--- src/sv/assert_macros.svh ---
// Assertion macros for the RTL of the key press rate meter.
`ifndef ASSERT_MACROS_SVH
`define ASSERT_MACROS_SVH

// Clocked assertion, disabled while reset is high.
`define KPRM_ASSERT(label, prop, msg) \
   label: assert property (@(posedge clock) disable iff (reset) (prop)) else $error(msg);

// Clocked assertion that is also checked during reset.
`define KPRM_ASSERT_ALWAYS(label, prop, msg) \
   label: assert property (@(posedge clock) (prop)) else $error(msg);

`endif

--- src/sv/kprm_pkg.sv ---
// Package for the key press rate meter: constants and transaction types.
`timescale 1ns / 1ps
`default_nettype none
package kprm_pkg;

   localparam int RING_DEPTH = 4;
   localparam int POS_W      = $clog2(RING_DEPTH);
   localparam int KEY_W      = 3;
   localparam int COUNT_W    = 8;
   localparam int GREEN_W    = 4;

   localparam logic [COUNT_W-1:0] TICK_LIMIT_RESET = 8'd10;
   localparam logic [COUNT_W-1:0] TICK_COUNT_MAX   = 8'hFF;
   localparam logic [COUNT_W-1:0] BLUE_LEVEL       = 8'd255;
   localparam logic [KEY_W-1:0]   KEYS_RELEASED    = 3'b111;
   localparam logic [POS_W-1:0]   POS_LAST         = POS_W'(RING_DEPTH - 1);

   localparam logic MODE_SAMPLE = 1'b0;
   localparam logic MODE_TICK   = 1'b1;

   typedef struct packed {
      logic             mode;
      logic [KEY_W-1:0] key_pins;
   } kprm_req_type;

   typedef struct packed {
      logic [KEY_W-1:0]   press_mask;
      logic [KEY_W-1:0]   release_mask;
      logic               window_done;
      logic [COUNT_W-1:0] red_duty;
      logic [GREEN_W-1:0] green_duty;
      logic [COUNT_W-1:0] blue_duty;
   } kprm_rsp_type;

endpackage
`default_nettype wire

--- src/sv/key_press_rate_meter_unit.sv ---
// Key press rate meter: edge detect, windowed press count and colour output.
`timescale 1ns / 1ps
`default_nettype none
// Each accepted transaction is either a sample of three active-low key pins or a
// timer tick, and yields exactly one result. A new transaction is taken in every
// cycle while req_stall is low: all state (previous keys, press count, tick
// count, window ring and a running ring total) updates in the accept cycle
// through a single short path, and the result goes to an output register backed
// by one skid entry, so req_stall rises only when both are full. Red is the ring
// total minus the entry being overwritten, so it costs one subtract whatever the
// ring depth. Write tick_limit on the csr port only while idle (not enforced).
`include "assert_macros.svh"
module key_press_rate_meter_unit (
   input  wire                                 clock,
   input  wire                                 reset,
   input  wire                                 req_valid,
   output logic                                req_stall,
   input  wire kprm_pkg::kprm_req_type         req_data,
   output logic                                rsp_valid,
   input  wire                                 rsp_stall,
   output kprm_pkg::kprm_rsp_type              rsp_data,
   input  wire                                 csr_valid,
   output logic                                csr_ready,
   input  wire [kprm_pkg::COUNT_W-1:0]         csr_data
);

   // State registers
   logic [kprm_pkg::COUNT_W-1:0] tick_limit_ff;
   logic [kprm_pkg::KEY_W-1:0]   prev_keys_ff, prev_keys_in;
   logic [kprm_pkg::COUNT_W-1:0] presses_ff, presses_in;
   logic [kprm_pkg::COUNT_W-1:0] tick_count_ff, tick_count_in;
   logic [kprm_pkg::COUNT_W-1:0] ring_total_ff, ring_total_in;
   logic [kprm_pkg::POS_W-1:0]   ring_pos_ff, ring_pos_in;
   logic [kprm_pkg::COUNT_W-1:0] ring_ff [kprm_pkg::RING_DEPTH];

   // Output register and skid entry
   logic                   rsp_valid_ff, rsp_valid_in;
   kprm_pkg::kprm_rsp_type rsp_data_ff, rsp_data_in;
   logic                   skid_valid_ff, skid_valid_in;
   kprm_pkg::kprm_rsp_type skid_data_ff, skid_data_in;

   logic                         accept;
   logic                         out_fire;
   logic                         close_window;
   logic [kprm_pkg::COUNT_W-1:0] tick_next;
   logic [kprm_pkg::KEY_W-1:0]   press;
   logic [kprm_pkg::KEY_W-1:0]   release_edges;
   kprm_pkg::kprm_rsp_type       result;
   logic                         rsp_done;
   logic                         rsp_edges;

   assign req_stall = skid_valid_ff;
   assign accept    = req_valid && !skid_valid_ff;
   assign out_fire  = rsp_valid_ff && !rsp_stall;
   assign rsp_valid = rsp_valid_ff;
   assign rsp_data  = rsp_data_ff;
   assign csr_ready = 1'b1;

   // Per-transaction work: edges, press count, tick count and window close
   always_comb begin
      press         = prev_keys_ff & ~req_data.key_pins;
      release_edges = ~prev_keys_ff & req_data.key_pins;
      tick_next     = (tick_count_ff == kprm_pkg::TICK_COUNT_MAX) ? tick_count_ff
                                                                  : tick_count_ff + 8'd1;
      close_window  = (req_data.mode == kprm_pkg::MODE_TICK) && (tick_next > tick_limit_ff);

      prev_keys_in  = prev_keys_ff;
      presses_in    = presses_ff;
      tick_count_in = tick_count_ff;
      ring_total_in = ring_total_ff;
      ring_pos_in   = ring_pos_ff;
      result        = '0;

      if (req_data.mode == kprm_pkg::MODE_SAMPLE) begin
         result.press_mask   = press;
         result.release_mask = release_edges;
         presses_in   = presses_ff + kprm_pkg::COUNT_W'(press[0]) +
                        kprm_pkg::COUNT_W'(press[1]);
         prev_keys_in = req_data.key_pins;
      end else if (close_window) begin
         ring_pos_in   = (ring_pos_ff == kprm_pkg::POS_LAST) ? '0
                                                             : ring_pos_ff + 1'b1;
         // red is the sum of every entry but the new slot
         result.red_duty    = ring_total_ff - ring_ff[ring_pos_in];
         ring_total_in      = result.red_duty + presses_ff;
         result.green_duty  = kprm_pkg::GREEN_W'({ring_pos_in, 2'b00});
         result.blue_duty   = kprm_pkg::BLUE_LEVEL;
         result.window_done = 1'b1;
         tick_count_in      = '0;
         presses_in         = '0;
      end else begin
         tick_count_in = tick_next;
      end
   end

   // Output register with one skid entry behind it
   always_comb begin
      rsp_valid_in  = rsp_valid_ff;
      rsp_data_in   = rsp_data_ff;
      skid_valid_in = skid_valid_ff;
      skid_data_in  = skid_data_ff;
      if (skid_valid_ff) begin
         if (out_fire) begin
            rsp_data_in   = skid_data_ff;
            skid_valid_in = 1'b0;
         end
      end else if (accept) begin
         if (!rsp_valid_ff || out_fire) begin
            rsp_valid_in = 1'b1;
            rsp_data_in  = result;
         end else begin
            skid_valid_in = 1'b1;
            skid_data_in  = result;
         end
      end else if (out_fire) begin
         rsp_valid_in = 1'b0;
      end
   end

   // Control and state registers
   always_ff @(posedge clock) begin
      if (reset) begin
         tick_limit_ff <= kprm_pkg::TICK_LIMIT_RESET;
         prev_keys_ff  <= kprm_pkg::KEYS_RELEASED;
         presses_ff    <= '0;
         tick_count_ff <= '0;
         ring_total_ff <= '0;
         ring_pos_ff   <= '0;
         rsp_valid_ff  <= 1'b0;
         skid_valid_ff <= 1'b0;
      end else begin
         if (csr_valid && csr_ready) begin
            tick_limit_ff <= csr_data;
         end
         if (accept) begin
            prev_keys_ff  <= prev_keys_in;
            presses_ff    <= presses_in;
            tick_count_ff <= tick_count_in;
            ring_total_ff <= ring_total_in;
            ring_pos_ff   <= ring_pos_in;
         end
         rsp_valid_ff  <= rsp_valid_in;
         skid_valid_ff <= skid_valid_in;
      end
   end

   // Window ring; cleared by reset, written on window close
   always_ff @(posedge clock) begin
      if (reset) begin
         for (int i = 0; i < kprm_pkg::RING_DEPTH; i++) begin
            ring_ff[i] <= '0;
         end
      end else if (accept && close_window) begin
         ring_ff[ring_pos_in] <= presses_ff;
      end
   end

   // Payload registers
   always_ff @(posedge clock) begin
      rsp_data_ff  <= rsp_data_in;
      skid_data_ff <= skid_data_in;
   end

   // Checks
   assign rsp_done  = rsp_valid_ff && rsp_data_ff.window_done;
   assign rsp_edges = |{rsp_data_ff.press_mask, rsp_data_ff.release_mask};

   `KPRM_ASSERT(a_skid_behind_out, skid_valid_ff |-> rsp_valid_ff, "skid full, output empty")
   `KPRM_ASSERT(a_done_blue, rsp_done |-> (rsp_data_ff.blue_duty == kprm_pkg::BLUE_LEVEL), "blue low")
   `KPRM_ASSERT(a_done_no_edges, rsp_done |-> !rsp_edges, "key edges on a tick")
   `KPRM_ASSERT(a_close_clears, (accept && close_window) |=> !(|{tick_count_ff, presses_ff}), "counts kept")

endmodule
`default_nettype wire
--- config.mk ---
export PLATFORM = sky130hd
export DESIGN_NAME = key_press_rate_meter_unit
export DESIGN_NICKNAME = d
export VERILOG_FILES = /design/src/sv/kprm_pkg.sv /design/src/sv/key_press_rate_meter_unit.sv
export VERILOG_INCLUDE_DIRS = /design/src /design/src/sv
export SDC_FILE = /design/constraint.sdc
export NUM_CORES = 1
export LEC_CHECK = 0
export ABC_AREA = 0
export BUFFER_PORTS_ARGS = -buffer_cell sky130_fd_sc_hd__buf_2
export CORE_UTILIZATION = 64
export DETAILED_ROUTE_END_ITERATION = 6
export HOLD_SLACK_MARGIN = 0.05
export PLACE_DENSITY = 0.82
export SYNTH_ARGS = -nofsm -noshare
export SYNTH_HDL_FRONTEND = slang
export SYNTH_SLANG_ARGS = --single-unit
--- constraint.sdc ---
create_clock -name clock -period 12.8 [get_ports clock]
set_clock_uncertainty 0.1 [all_clocks]
set_input_delay 0 -clock clock [delete_from_list [all_inputs] [get_ports clock]]
set_output_delay 0 -clock clock [all_outputs]
set_load 0.02 [all_outputs]
==> reports/qor.csv <==
metric,value,unit
share of post-route cells with drive strength above 1,17.27,%
Ys Warns,0,
# IOs,47,
vias,4152,
Antenna diodes,0,
fillers,517,
total power,0.7111,mW
Slew @ Worst Pin,1.084,ns
std cell rows,33,
Non-Filler Instances,661,
placed cells,612,
Post-CTS Resized,0,
PortBufs,43,
Sequential Power Share,53.7,%
Post-DRT Antenna Nets,0,
vias per inst,6.281,
"Max FO, Critical Path",12,
root buf cell,clkbuf_8,
Mapped Cells,492,
Worst Setup Start Kind,flip-flop,
initial drt markers,423,
first-pass GRT wire length,19910,um
H-tree depth,3,
hold wc startpoint,req_data[3],
DRC errors left,0,
number of global-route vias before repair,4019,
CP arrival,5.12,ns
PD cells,114.8,nW/um^2
CP Capture Type,flip-flop,
standard cell core area,8258,um^2
WL per Instance,19.03,um
CTS tree,done,
Synth Cell Area,5468,um^2
initial antenna violation count,0,
FF-to-FF setup slack,7.86,ns
maximum clock frequency,202.5,MHz
Yosys reg bits,105,
CTS buffer count,9,
final period utilization,38.57,%
critical path class,reg -> reg,
hold path depth,2,
P_int,0.5105,mW
"Clk pin slew, worst setup/hold paths",0.11,ns
total global routing overflow,0,
synth top area cells,"edfxtp_1 36%, dfxtp_1 14%, ha_1 5.7%",
Pins Over Slew Limit,0,
clk_lat worst skew,0.39,ns
die width,94.43,um
static leakage,2.565,nW
post-synth top area share,36.25,%
global-route usage over all layers,29.95,%
Max VDD drop,0.00005038,V
Synth area leader,edfxtp_1,
number of cells on the worst reg-to-reg path,17,
FF-to-FF End,ring_total_ff[7],
Worst path max stage delay,0.83,ns
top_reg_cell synth,edfxtp_1,
syn avg cell area,11.11,um^2
Post-synth EDFFs,66,
total routed wirelength,12580,um
Crit Reg-Reg Startpoint,ring_pos_ff[0],
Final Util,75.03,%
RePlAce Congestion,0.8586,
async set-reset flop share out of synthesis,0,%
"Hold Vio Cnt, Final",0,
die area,8917,um^2
Final setup viols,0,
worst path cell trace,ha_1 -> nor2_1 -> mux4_2 -> inv_1 -> ha_1 -> nor2b_1 -> o21ai_0 -> nand2b_1 -> a21o_1 -> a21oi_1 -> xor2_1 -> inv_1 -> ha_1 -> o41ai_1 -> xnor2_1 -> xnor2_1 -> a22o_1,
starting density of the core,66.21,%
drt pass-1 iters,5,
height of the die,94.43,um
most frequent cell on the critical path,ha_1,
Clk pwr share,30.1,%
Layout area overhead,13.32,%
Max Buffers Root-to-Sink,2,
critical path's slowest cell,nor2_1,
worst rel slew slack,27.46,%
"commonest non-fill, non-tap cells in the layout","66 x edfxtp_1, 43 x buf_2, 39 x dfxtp_1",
Psw,0.2006,mW
sequential area share after synthesis,50.53,%
"most common cell after layout, fill and taps aside",edfxtp_1,
hpwl dp,8152,um
fin nets,596,
Tmin final,4.937,ns
Comb pwr share,16.2,%
setup_tns,0,ns
number of max-cap violations,0,
post-synthesis cell type count,59,
Hold EP,skid_data_ff[23],
RSZ-0062 raised after global routing,false,
Required @ worst endpoint,12.98,ns
Clock Sinks,105,
switching share of power,28.21,%
HP Class,in -> reg,
largest net degree at the start of global routing,34,
status,"complete, no violations",
## cell families (layout without fill, tap and decap cells)
| kind of cell | Yosys count | after routing | synth area share (%) |
|---|---|---|---|
| multiplexers | 25 | 25 | 6.682 |
| adder cells (fa/ha/maj) | 28 | 28 | 6.819 |
| AO/OA/AOI/OAI | 89 | 89 | 12.08 |
| AND/OR/NAND/NOR | 160 | 160 | 14.92 |
| XOR/XNOR | 22 | 22 | 3.661 |
| other | 2 | 3 | 0.1374 |
| flip-flops | 105 | 105 | 50.53 |
| buffers and inverters | 61 | 124 | 5.172 |
## final cells by class
| cell class | instances | area, um^2 | share of cell area (%) |
|---|---|---|---|
| clock buffer | 11 | 162.7 | 2.625 |
| clock inverter | 5 | 43.79 | 0.7068 |
| inverter | 31 | 116.4 | 1.878 |
| multi-input combinational | 327 | 2426 | 39.16 |
| sequential | 105 | 2763 | 44.59 |
| tap | 105 | 131.4 | 2.120 |
| timing repair buffer | 77 | 553.0 | 8.926 |
## worst max path at each step
| stage | cells after the start | to | slack, ns | startpoint |
|---|---|---|---|---|
| after global routing | 17 | ring_total_ff[7] | 7.52 | ring_pos_ff[0] |
| final | 17 | ring_total_ff[7] | 7.86 | ring_pos_ff[0] |
| after detailed placement | 17 | ring_total_ff[7] | 7.93 | ring_pos_ff[0] |
| after floorplan | 18 | ring_total_ff[7] | 8.77 | ring_pos_ff[0] |
| after global placement | 17 | ring_total_ff[7] | 8.21 | ring_pos_ff[0] |
| after CTS | 17 | ring_total_ff[7] | 7.92 | ring_pos_ff[0] |
## power by group through the flow
stage	Clock, mW	Sequential [mW]	Combinational, mW
6_report	0.214	0.382	0.115
5_1_grt	0.225	0.384	0.125
4_1_cts	0.210	0.382	0.111
3_5_place_dp	0	0.389	0.102
3_3_place_gp	0	0.388	0.0962
2_1_floorplan	0	0.392	0.0746
## critical path, delay by kind of cell (launching register included)
family	cells	cell delay, ns
fa+ha+maj	3	0.74
buf+inv	2	0.15
compound gates	5	1.17
xor+xnor	3	0.57
mux	1	0.61
flops	1	0.40
simple gates	3	1.11
## per-stage QoR
step | area, um^2 | worst slack, ns | hold slack (ns)
global route | 6196 | 7.519 | 0.08156
floorplan | 5472 | 8.769 | 0.02415
global placement | 5659 | 8.215 | 0.1304
finish | 6196 | 7.863 | 0.06022
CTS | 6196 | 7.917 | 0.05093
detailed placement | 5659 | 7.925 | 0.1395
## synth_stat cells, drive strengths merged, types with 4 or more instances
cell	number
dfxtp	39
o21a	4
buf	20
ha	25
and2	12
nor2b	8
mux4	8
xor2	7
nor2	37
inv	30
xnor2	15
a22o	8
mux2	9
mux2i	8
a21oi	22
o31ai	8
edfxtp	66
o211ai	4
nor3	6
nand4	6
a21o	10
o21ai	14
clkbuf	10
a31oi	6
nand2	34
nand3	21
and3	28
## metal layers
layer	GRT usage, %	wire, um	vias up
met3	5.717	1098	48
met2	50.30	6155	251
met5	0	0	-
li1	-	-	1876
met1	37.88	4947	1977
met4	12.56	379	0
## repair_timing
item / 4_1_cts / 5_1_grt
setup buffers: 0 / 0
hold buffers: 33 / 0
hold endpoints to repair: 33 / 0
setup endpoints to repair: 0 / 0
## sequential cells by signal (all words and copies together) (netlist names)
signal and flops:
skid_data_ff 17, req_stall 1, prev_keys_ff 3, tick_limit_ff 8, presses_ff 8, tick_count_ff 8, ring_total_ff 8, ring_pos_ff 2
rsp_data 17, ring_ff 32, rsp_valid 1
Note: power is estimated with default switching activity, not from simulation.
